`src/rtl/core/hill_cipher_block_transform_top_assert.svh`:
```
// assertion macros for the hill cipher block transform
`ifndef HILL_CIPHER_BLOCK_TRANSFORM_TOP_ASSERT_SVH
`define HILL_CIPHER_BLOCK_TRANSFORM_TOP_ASSERT_SVH

`ifndef NO_ASSERTIONS
`define HCBT_ASSERT(lbl, prop, msg) \
	lbl: assert property (@(posedge clk) disable iff (!arst_n) prop) else $error(msg);
`define HCBT_ASSERT_ALWAYS(lbl, prop, msg) \
	lbl: assert property (@(posedge clk) prop) else $error(msg);
`else
`define HCBT_ASSERT(lbl, prop, msg)
`define HCBT_ASSERT_ALWAYS(lbl, prop, msg)
`endif

`endif

```
`src/rtl/core/hcbt_pkg.sv`:
```
package hcbt_pkg;

	localparam int N_MAX      = 4;
	localparam int IDX_W      = 7;
	localparam int ACC_W      = 16;
	localparam int Q_W        = 10;
	localparam int RECIP_SH   = 22;
	localparam int ROW_W      = 28;

	localparam logic [7:0]       FIRST_CODE = 8'd32;
	localparam logic [7:0]       END_CODE   = 8'd127;
	localparam logic [ACC_W-1:0] RECIP      = 16'd44151;
	localparam logic [ACC_W-1:0] ALPHA      = 16'd95;

	localparam logic [2:0] CFG_KEY_SIZE = 3'd0;
	localparam logic [2:0] CFG_ROW0     = 3'd1;
	localparam logic [2:0] CFG_ROW1     = 3'd2;
	localparam logic [2:0] CFG_ROW2     = 3'd3;
	localparam logic [2:0] CFG_ROW3     = 3'd4;

	localparam logic [2:0] N_LOW       = 3'd2;
	localparam logic [2:0] N_HIGH      = 3'd4;

	typedef struct packed {
		logic       buf_we;
		logic [1:0] buf_idx;
		logic       acc_mac;
		logic       acc_first;
		logic [1:0] k;
		logic [1:0] j;
		logic [2:0] blk_fill;
		logic       q_load;
		logic       out_load;
		logic       out_blast;
		logic       out_mlast;
	} ctrl_cmd_t;

	typedef struct packed {
		logic [2:0] n;
		logic       size_wr;
		logic       out_free;
	} dp_stat_t;

endpackage

```
`src/rtl/core/hcbt_ctrl.sv`:
```
module hcbt_ctrl (
	input  logic                  clk,
	input  logic                  arst_n,
	input  logic                  s_tvalid,
	input  logic                  s_tlast,
	output logic                  s_tready,
	input  hcbt_pkg::dp_stat_t    stat,
	output hcbt_pkg::ctrl_cmd_t   cmd
);

`include "hill_cipher_block_transform_top_assert.svh"

	localparam logic [1:0] ST_IDLE = 2'd0;
	localparam logic [1:0] ST_MAC  = 2'd1;
	localparam logic [1:0] ST_RED  = 2'd2;
	localparam logic [1:0] ST_FIN  = 2'd3;

	logic [1:0] state_q;
	logic [2:0] fill_q;
	logic [2:0] blk_fill_q;
	logic [1:0] k_q;
	logic [1:0] j_q;
	logic       eom_q;

	logic       in_acc;
	logic [2:0] fill_eff;
	logic [2:0] fill_nxt;
	logic [2:0] n_m1;
	logic       row_last;

	assign s_tready = (state_q == ST_IDLE);
	assign in_acc   = s_tvalid && s_tready;
	assign fill_eff = (fill_q >= stat.n) ? 3'd0 : fill_q;
	assign fill_nxt = fill_eff + 3'd1;
	assign n_m1     = stat.n - 3'd1;
	assign row_last = ({1'b0, j_q} == n_m1);

	always_comb begin
		cmd.buf_we    = in_acc;
		cmd.buf_idx   = fill_eff[1:0];
		cmd.acc_mac   = (state_q == ST_MAC);
		cmd.acc_first = (k_q == 2'd0);
		cmd.k         = k_q;
		cmd.j         = j_q;
		cmd.blk_fill  = blk_fill_q;
		cmd.q_load    = (state_q == ST_RED);
		cmd.out_load  = (state_q == ST_FIN) && stat.out_free;
		cmd.out_blast = row_last;
		cmd.out_mlast = row_last && eom_q;
	end

	always_ff @(posedge clk or negedge arst_n) begin
		if (!arst_n) begin
			state_q    <= ST_IDLE;
			fill_q     <= 3'd0;
			blk_fill_q <= 3'd0;
			k_q        <= 2'd0;
			j_q        <= 2'd0;
			eom_q      <= 1'b0;
		end else begin
			unique case (state_q)
				ST_IDLE: begin
					if (stat.size_wr) begin
						fill_q <= 3'd0;
					end
					if (in_acc) begin
						if (fill_nxt >= stat.n || s_tlast) begin
							blk_fill_q <= fill_nxt;
							fill_q     <= 3'd0;
							eom_q      <= s_tlast;
							k_q        <= 2'd0;
							j_q        <= 2'd0;
							state_q    <= ST_MAC;
						end else begin
							fill_q <= fill_nxt;
						end
					end
				end
				ST_MAC: begin
					if ({1'b0, k_q} == n_m1) begin
						state_q <= ST_RED;
					end else begin
						k_q <= k_q + 2'd1;
					end
				end
				ST_RED: begin
					state_q <= ST_FIN;
				end
				ST_FIN: begin
					if (stat.out_free) begin
						k_q <= 2'd0;
						if (row_last) begin
							state_q <= ST_IDLE;
						end else begin
							j_q     <= j_q + 2'd1;
							state_q <= ST_MAC;
						end
					end
				end
				default: begin
					state_q <= ST_IDLE;
				end
			endcase
		end
	end

	// a block in flight always holds at least the character that closed it
	`HCBT_ASSERT(a_blk_nonempty, (state_q != ST_IDLE) |-> (blk_fill_q != 3'd0), "empty block in flight")
	`HCBT_ASSERT(a_red_to_fin, (state_q == ST_RED) |=> (state_q == ST_FIN), "reduce step not followed by output step")
	`HCBT_ASSERT(a_fin_hold, (state_q == ST_FIN && !stat.out_free) |=> (state_q == ST_FIN && $stable(j_q)), "row lost while output stalled")

endmodule

```
`src/rtl/core/hcbt_dp.sv`:
```
module hcbt_dp (
	input  logic                  clk,
	input  logic                  arst_n,
	input  logic [7:0]            char_code,
	input  logic                  cfg_valid,
	output logic                  cfg_ready,
	input  logic [2:0]            cfg_index,
	input  logic [27:0]           cfg_data,
	input  hcbt_pkg::ctrl_cmd_t   cmd,
	output hcbt_pkg::dp_stat_t    stat,
	output logic                  m_tvalid,
	input  logic                  m_tready,
	output logic [6:0]            out_char,
	output logic                  block_last,
	output logic                  message_last
);

	logic [2:0]                    key_size_q;
	logic [hcbt_pkg::ROW_W-1:0]    key_row_q [hcbt_pkg::N_MAX];
	logic [hcbt_pkg::IDX_W-1:0]    buf_q [hcbt_pkg::N_MAX];
	logic [hcbt_pkg::ACC_W-1:0]    acc_q;
	logic [hcbt_pkg::Q_W-1:0]      q_q;
	logic                          out_valid_q;
	logic [6:0]                    out_char_q;
	logic                          out_blast_q;
	logic                          out_mlast_q;

	logic                          cfg_wr;
	logic [hcbt_pkg::IDX_W-1:0]    idx;
	logic [hcbt_pkg::ROW_W-1:0]    row_sh;
	logic [hcbt_pkg::IDX_W-1:0]    key_ent;
	logic [hcbt_pkg::IDX_W-1:0]    v;
	logic [2*hcbt_pkg::IDX_W-1:0]  prod;
	logic [2*hcbt_pkg::ACC_W-1:0]  qm;
	logic [hcbt_pkg::ACC_W-1:0]    q_mul;
	logic [hcbt_pkg::ACC_W-1:0]    rem;

	assign cfg_ready = 1'b1;
	assign cfg_wr    = cfg_valid && cfg_ready;

	always_comb begin
		if (key_size_q < hcbt_pkg::N_LOW) begin
			stat.n = hcbt_pkg::N_LOW;
		end else if (key_size_q > hcbt_pkg::N_HIGH) begin
			stat.n = hcbt_pkg::N_HIGH;
		end else begin
			stat.n = key_size_q;
		end
		stat.size_wr  = cfg_wr && (cfg_index == hcbt_pkg::CFG_KEY_SIZE);
		stat.out_free = !out_valid_q || m_tready;
	end

	// configuration registers
	always_ff @(posedge clk or negedge arst_n) begin
		if (!arst_n) begin
			key_size_q <= hcbt_pkg::N_LOW;
			for (int i = 0; i < hcbt_pkg::N_MAX; i++) begin
				key_row_q[i] <= '0;
			end
		end else if (cfg_wr) begin
			unique case (cfg_index)
				hcbt_pkg::CFG_KEY_SIZE: key_size_q   <= cfg_data[2:0];
				hcbt_pkg::CFG_ROW0:     key_row_q[0] <= cfg_data;
				hcbt_pkg::CFG_ROW1:     key_row_q[1] <= cfg_data;
				hcbt_pkg::CFG_ROW2:     key_row_q[2] <= cfg_data;
				hcbt_pkg::CFG_ROW3:     key_row_q[3] <= cfg_data;
				default: ;
			endcase
		end
	end

	// character to index, non-printable codes become space
	always_comb begin
		if (char_code >= hcbt_pkg::FIRST_CODE && char_code < hcbt_pkg::END_CODE) begin
			idx = hcbt_pkg::IDX_W'(char_code - hcbt_pkg::FIRST_CODE);
		end else begin
			idx = '0;
		end
	end

	always_ff @(posedge clk) begin
		if (cmd.buf_we) begin
			buf_q[cmd.buf_idx] <= idx;
		end
	end

	// shared multiply-accumulate, one key entry per cycle
	assign row_sh  = key_row_q[cmd.j] >> (5'(cmd.k) * 5'd7);
	assign key_ent = row_sh[hcbt_pkg::IDX_W-1:0];
	assign v       = ({1'b0, cmd.k} < cmd.blk_fill) ? buf_q[cmd.k] : '0;
	assign prod    = key_ent * v;

	always_ff @(posedge clk) begin
		if (cmd.acc_mac) begin
			acc_q <= (cmd.acc_first ? '0 : acc_q) + hcbt_pkg::ACC_W'(prod);
		end
	end

	// mod 95 by reciprocal multiply, exact for a 16-bit sum
	assign qm = acc_q * hcbt_pkg::RECIP;

	always_ff @(posedge clk) begin
		if (cmd.q_load) begin
			q_q <= qm[hcbt_pkg::RECIP_SH +: hcbt_pkg::Q_W];
		end
	end

	assign q_mul = hcbt_pkg::ACC_W'(q_q * hcbt_pkg::ALPHA);
	assign rem   = acc_q - q_mul;

	always_ff @(posedge clk or negedge arst_n) begin
		if (!arst_n) begin
			out_valid_q <= 1'b0;
		end else if (cmd.out_load) begin
			out_valid_q <= 1'b1;
		end else if (m_tready) begin
			out_valid_q <= 1'b0;
		end
	end

	always_ff @(posedge clk) begin
		if (cmd.out_load) begin
			out_char_q  <= rem[6:0] + 7'(hcbt_pkg::FIRST_CODE);
			out_blast_q <= cmd.out_blast;
			out_mlast_q <= cmd.out_mlast;
		end
	end

	assign m_tvalid     = out_valid_q;
	assign out_char     = out_char_q;
	assign block_last   = out_blast_q;
	assign message_last = out_mlast_q;

endmodule

```
`src/rtl/core/hill_cipher_block_transform_top.sv`:
```
// channel  dir  payload
// s_*      in   tdata[7:0] char_code, tlast end_of_message
// m_*      out  tdata[6:0] out_char, tlast block_last, tuser message_last
// cfg_*    in   cfg_index 0 key_size, 1..4 key_row0..3; cfg_data[27:0]
//
// one character is taken per cycle while a block fills
// a full block yields n outputs, each made by the shared multiply-accumulate
// over the row's key entries, one reciprocal step for mod 95, one output load
// input is held off while a block is being computed
// a stalled output freezes the sequencer; arst_n clears the block fill
module hill_cipher_block_transform_top (
	input  logic        clk,
	input  logic        arst_n,
	input  logic        s_tvalid,
	output logic        s_tready,
	input  logic [7:0]  s_tdata,   // char_code
	input  logic        s_tlast,
	output logic        m_tvalid,
	input  logic        m_tready,
	output logic [7:0]  m_tdata,   // out_char, zero
	output logic        m_tlast,
	output logic        m_tuser,   // message_last
	input  logic        cfg_valid,
	output logic        cfg_ready,
	input  logic [2:0]  cfg_index,
	input  logic [27:0] cfg_data
);

	hcbt_pkg::ctrl_cmd_t cmd;
	hcbt_pkg::dp_stat_t  stat;
	logic [6:0]          out_char;

	hcbt_ctrl u_ctrl (
		.clk      (clk),
		.arst_n   (arst_n),
		.s_tvalid (s_tvalid),
		.s_tlast  (s_tlast),
		.s_tready (s_tready),
		.stat     (stat),
		.cmd      (cmd)
	);

	hcbt_dp u_dp (
		.clk          (clk),
		.arst_n       (arst_n),
		.char_code    (s_tdata),
		.cfg_valid    (cfg_valid),
		.cfg_ready    (cfg_ready),
		.cfg_index    (cfg_index),
		.cfg_data     (cfg_data),
		.cmd          (cmd),
		.stat         (stat),
		.m_tvalid     (m_tvalid),
		.m_tready     (m_tready),
		.out_char     (out_char),
		.block_last   (m_tlast),
		.message_last (m_tuser)
	);

	assign m_tdata = {1'b0, out_char};

endmodule

```
`config.mk`:
```
export PLATFORM = sky130hd
export DESIGN_NAME = hill_cipher_block_transform_top
export DESIGN_NICKNAME = d
export VERILOG_FILES = /design/src/rtl/core/hcbt_pkg.sv /design/src/rtl/core/hcbt_ctrl.sv /design/src/rtl/core/hcbt_dp.sv /design/src/rtl/core/hill_cipher_block_transform_top.sv
export VERILOG_INCLUDE_DIRS = /design/src /design/src/rtl/core
export SDC_FILE = /design/constraint.sdc
export NUM_CORES = 1
export LEC_CHECK = 0
export ABC_CLOCK_PERIOD_IN_PS = 13020
export BUFFER_PORTS_ARGS = -buffer_cell sky130_fd_sc_hd__buf_2
export CORE_MARGIN = 2
export CORE_UTILIZATION = 60
export CTS_CLUSTER_SIZE = 16
export DETAILED_ROUTE_END_ITERATION = 10
export PLACE_DENSITY_LB_ADDON = 0.05
export REMOVE_ABC_BUFFERS = 1
export SYNTH_ARGS = -nofsm -noshare
export SYNTH_HDL_FRONTEND = slang
export SYNTH_SLANG_ARGS = --single-unit
```
`constraint.sdc`:
```
create_clock -name clk -period 13.02 [get_ports clk]
set_input_delay 1.302 -clock clk [delete_from_list [all_inputs] [get_ports clk]]
set_output_delay 1.302 -clock clk [all_outputs]
set_load 0.1 [all_outputs]
```
==> metrics.txt <==
# TYPE chip_impl_metric gauge
chip_impl_info{name="run_status",value="finished clean"} 1
chip_impl_info{name="endpoint_kind",value="register"} 1
chip_impl_metric{name="timing_max_transition_violations_final",unit=""} 0
chip_impl_info{name="largest_area_contributor_in_the_netlist",value="sky130_fd_sc_hd__dfrtp_1"} 1
chip_impl_metric{name="ant_nets",unit=""} 0
chip_impl_metric{name="setup-violations-final",unit=""} 0
chip_impl_info{name="worst_hold_path_type",value="reg2reg"} 1
chip_impl_info{name="cts.root.buffer_cell",value="sky130_fd_sc_hd__clkbuf_16"} 1
chip_impl_metric{name="clock_latency",unit="ns"} 0.45
chip_impl_metric{name="synth-edff-count",unit=""} 60
chip_impl_metric{name="detailed_place.area",unit="um2"} 16400
chip_impl_metric{name="route.vias.total",unit=""} 9572
chip_impl_metric{name="clock_tree.buffer_depth",unit=""} 2
chip_impl_metric{name="sequential_cell_area",unit="um2"} 5030
chip_impl_metric{name="port_buffers",unit=""} 55
chip_impl_metric{name="grt_pass1_vias",unit=""} 10402
chip_impl_metric{name="fmaxAchievable",unit="GHz"} 0.152
chip_impl_metric{name="drt-vias-per-instance",unit=""} 5.40
chip_impl_metric{name="average_cell_area_after_synthesis",unit="um2"} 11.5
chip_impl_metric{name="critPathMaxFanout",unit=""} 32
chip_impl_metric{name="fraction_of_the_yosys_area_taken_by_sequential_cells",unit="%"} 31.8
chip_impl_info{name="dominantRegCellSynth",value="sky130_fd_sc_hd__dfrtp_1"} 1
chip_impl_metric{name="ioPinCount",unit=""} 58
chip_impl_metric{name="ctsResizeCount",unit=""} 0
chip_impl_metric{name="clk_pin_slew_worst_paths",unit="ns"} 0.08
chip_impl_metric{name="globalRouteOverflowTotal",unit=""} 0
chip_impl_metric{name="drive_gt1_share",unit="%"} 18.7
chip_impl_info{name="cts_tree",value="done"} 1
chip_impl_metric{name="core.rowCount",unit=""} 59
chip_impl_metric{name="final.min_clock_period",unit="ns"} 6.60
chip_impl_metric{name="dp_hpwl",unit="um"} 24300
chip_impl_info{name="most_repeated_cell_in_the_gate_level_netlist_after_synthesis",value="sky130_fd_sc_hd__inv_1"} 1
chip_impl_metric{name="slew-limit-headroom",unit="%"} 25.3
chip_impl_metric{name="grt_pass1_wl",unit="um"} 53400
chip_impl_metric{name="hold_buffers",unit=""} 0
chip_impl_metric{name="grt_max_degree",unit=""} 86
chip_impl_metric{name="max-cap-violations",unit=""} 0
chip_impl_metric{name="floorplan.die_area",unit="um2"} 27700
chip_impl_info{name="critPathLaunchType",value="register"} 1
chip_impl_metric{name="hold_viol_final",unit=""} 0
chip_impl_metric{name="numClockSinks",unit=""} 189
chip_impl_metric{name="yosysTopAreaCellShare",unit="%"} 20.2
chip_impl_info{name="post_synth_most_frequent_cells",value="315 x sky130_fd_sc_hd__inv_1, 191 x sky130_fd_sc_hd__ha_1, 145 x sky130_fd_sc_hd__fa_1"} 1
chip_impl_metric{name="cts_buffers",unit=""} 17
chip_impl_metric{name="design_area",unit="um2"} 17100
chip_impl_metric{name="yosys_register_bits",unit=""} 189
chip_impl_metric{name="drt-total-wl",unit="um"} 31700
chip_impl_metric{name="remaining_drc_errors",unit=""} 0
chip_impl_metric{name="min_period_over_period",unit="%"} 50.7
chip_impl_metric{name="critPathRequiredTime",unit="ns"} 13.21
chip_impl_metric{name="detail_route.first_pass.iterations",unit=""} 4
chip_impl_info{name="netlist_top_cells_area",value="sky130_fd_sc_hd__dfrtp_1 20%, sky130_fd_sc_hd__fa_1 18%, sky130_fd_sc_hd__ha_1 15%"} 1
chip_impl_metric{name="num_antenna_cells",unit=""} 0
chip_impl_metric{name="post_synth_inst_count",unit=""} 1371
chip_impl_metric{name="final_net_count",unit=""} 1804
chip_impl_metric{name="fill_cells",unit=""} 2035
chip_impl_metric{name="postSynth.asyncResetShare",unit="%"} 68.3
chip_impl_metric{name="wl_per_cell",unit="um"} 17.9
chip_impl_info{name="grt_setup_unrepaired",value="no"} 1
chip_impl_metric{name="floorplan.initialDensity",unit="%"} 60.9
chip_impl_metric{name="drt_iter0_markers",unit=""} 437
chip_impl_metric{name="post-cts-setup-buffer-count",unit=""} 0
chip_impl_metric{name="synth.distinct_cells",unit=""} 64
chip_impl_metric{name="synth.cell_area",unit="um2"} 15800
chip_impl_metric{name="grt_usage",unit="%"} 24.4
chip_impl_metric{name="grt_antenna_before_repair",unit=""} 0
chip_impl_metric{name="setup_total_negative_slack",unit="ns"} 0
chip_impl_metric{name="area_of_the_multi_input_gates",unit="um2"} 9460
chip_impl_metric{name="synthesis.yosys.warnings",unit=""} 0
chip_impl_metric{name="htree_levels",unit=""} 4
chip_impl_metric{name="area_delta_synth_final",unit="%"} 8.08
chip_impl_metric{name="chipWidth",unit="um"} 166
chip_impl_metric{name="worst-slew-pin-transition",unit="ns"} 1.12
chip_impl_metric{name="final_wtd_congestion",unit=""} 0.859
chip_impl_metric{name="crit_arrival",unit="ns"} 6.79
chip_impl_info{name="worst-setup-path-type",value="reg2reg"} 1
chip_impl_metric{name="final.setup_skew",unit="ns"} 0.0248
chip_impl_metric{name="die_height",unit="um"} 166
chip_impl_metric{name="design.core.area",unit="um2"} 26000
## area by class of cell
| type | count | share of cell area (%) |
|---|---|---|
| multi-input combinational | 837 | 55.3 |
| sequential | 189 | 29.4 |
| inverter | 316 | 6.94 |
| clock buffer | 17 | 2.49 |
| tap | 335 | 2.45 |
| timing repair buffer | 62 | 1.93 |
| clock inverter | 15 | 1.43 |
## kinds of logic after synthesis
logic type | after synthesis | synth area share, %
multiplexers | 154 | 13.4
AO/OA/AOI/OAI | 107 | 4.52
other | 2 | 0.0475
buffers and inverters | 345 | 8.43
AND/OR/NAND/NOR | 193 | 5.81
XOR/XNOR | 45 | 2.49
flip-flops | 189 | 31.8
adder cells (fa/ha/maj) | 336 | 33.5
## critical path, stage by stage, from the launching register on
cell                       delay, ns
sky130_fd_sc_hd__dfrtp_2        1.08
sky130_fd_sc_hd__mux4_2         0.61
sky130_fd_sc_hd__nor2_1         0.11
sky130_fd_sc_hd__nor2_1         0.05
sky130_fd_sc_hd__o21ai_1        0.53
sky130_fd_sc_hd__or2_2          0.23
sky130_fd_sc_hd__fa_1           0.43
sky130_fd_sc_hd__fa_1           0.54
sky130_fd_sc_hd__inv_1          0.06
sky130_fd_sc_hd__fa_1           0.53
sky130_fd_sc_hd__inv_1          0.05
sky130_fd_sc_hd__fa_1           0.52
sky130_fd_sc_hd__inv_1          0.04
sky130_fd_sc_hd__ha_1           0.33
sky130_fd_sc_hd__o21ai_0        0.10
sky130_fd_sc_hd__a21boi_0       0.27
sky130_fd_sc_hd__nand4_1        0.17
sky130_fd_sc_hd__a31oi_1        0.30
sky130_fd_sc_hd__a21o_1         0.16
sky130_fd_sc_hd__a21oi_1        0.07
sky130_fd_sc_hd__xnor2_1        0.12
## registers in the layout (all words and copies together) (netlist names), 3 cells and up
name,flops
u_dp.key_size_q,3
u_dp.out_char,7
u_dp.q_q,7
u_dp.buf_q,28
u_dp.key_row_q,112
u_ctrl.blk_fill_q,3
u_ctrl.fill_q,3
u_dp.acc_q,16
## per-layer routing
| layer | part of all wire [%] | vias to the layer above | wire length, um | global-route usage (%) |
|---|---|---|---|---|
| li1 | - | 4581 | - | - |
| met1 | 44 | 4843 | 13800 | 31.2 |
| met3 | 1.5 | 38 | 484 | 2.65 |
| met2 | 52 | 110 | 16400 | 43.4 |
| met4 | 3.1 | 0 | 983 | 8.36 |
| met5 | 0 | - | 0 | 0 |
## worst paths after layout
check	start	cells after the start	to	slack (ns)
hold reg to reg	u_ctrl.blk_fill_q[0]	2	u_ctrl.blk_fill_q[0]	0.49
max in group asynchronous	arst_n	2	u_ctrl.j_q[0]	10.64
min in group asynchronous	arst_n	1	u_dp.key_row_q[83]	0.83
hold / removal	u_ctrl.blk_fill_q[0]	2	u_ctrl.blk_fill_q[0]	0.49
setup reg to reg	u_ctrl.j_q[0]	20	u_dp.acc_q[15]	6.42
setup / recovery	u_ctrl.j_q[0]	20	u_dp.acc_q[15]	6.42
## stage by stage
step / cells / hold slack [ns] / utilization (%) / setup slack [ns]
after floorplan: 1342 / 0.450 / - / 6.78
after global placement: 1739 / 0.463 / 63.2 / 6.54
after detailed placement: 1739 / 0.471 / 63.2 / 6.44
after CTS: 1771 / 0.491 / 65.8 / 6.36
after global routing: 1771 / 0.520 / 65.8 / 5.93
final: 1771 / 0.493 / 65.8 / 6.42
## cells in the final DEF, fill, tap and decap left out, drive strengths merged, types with 4 or more instances in the layout
cell      n
mux2    116
dfrtp   128
nor3      9
xnor2    36
a211oi    7
buf      62
ha      191
and2      6
nor2     84
nand2    38
nand4     5
inv     328
and3      5
nand2b    8
mux4     35
clkbuf   17
fa      145
nor2b     4
edfxtp   60
nand3    11
a21oi    25
a21o     13
or2      14
o21ai    37
xor2      9
Power is not shown: default switching activity piles up to over one toggle a cycle in this logic, so the estimate is an artifact.
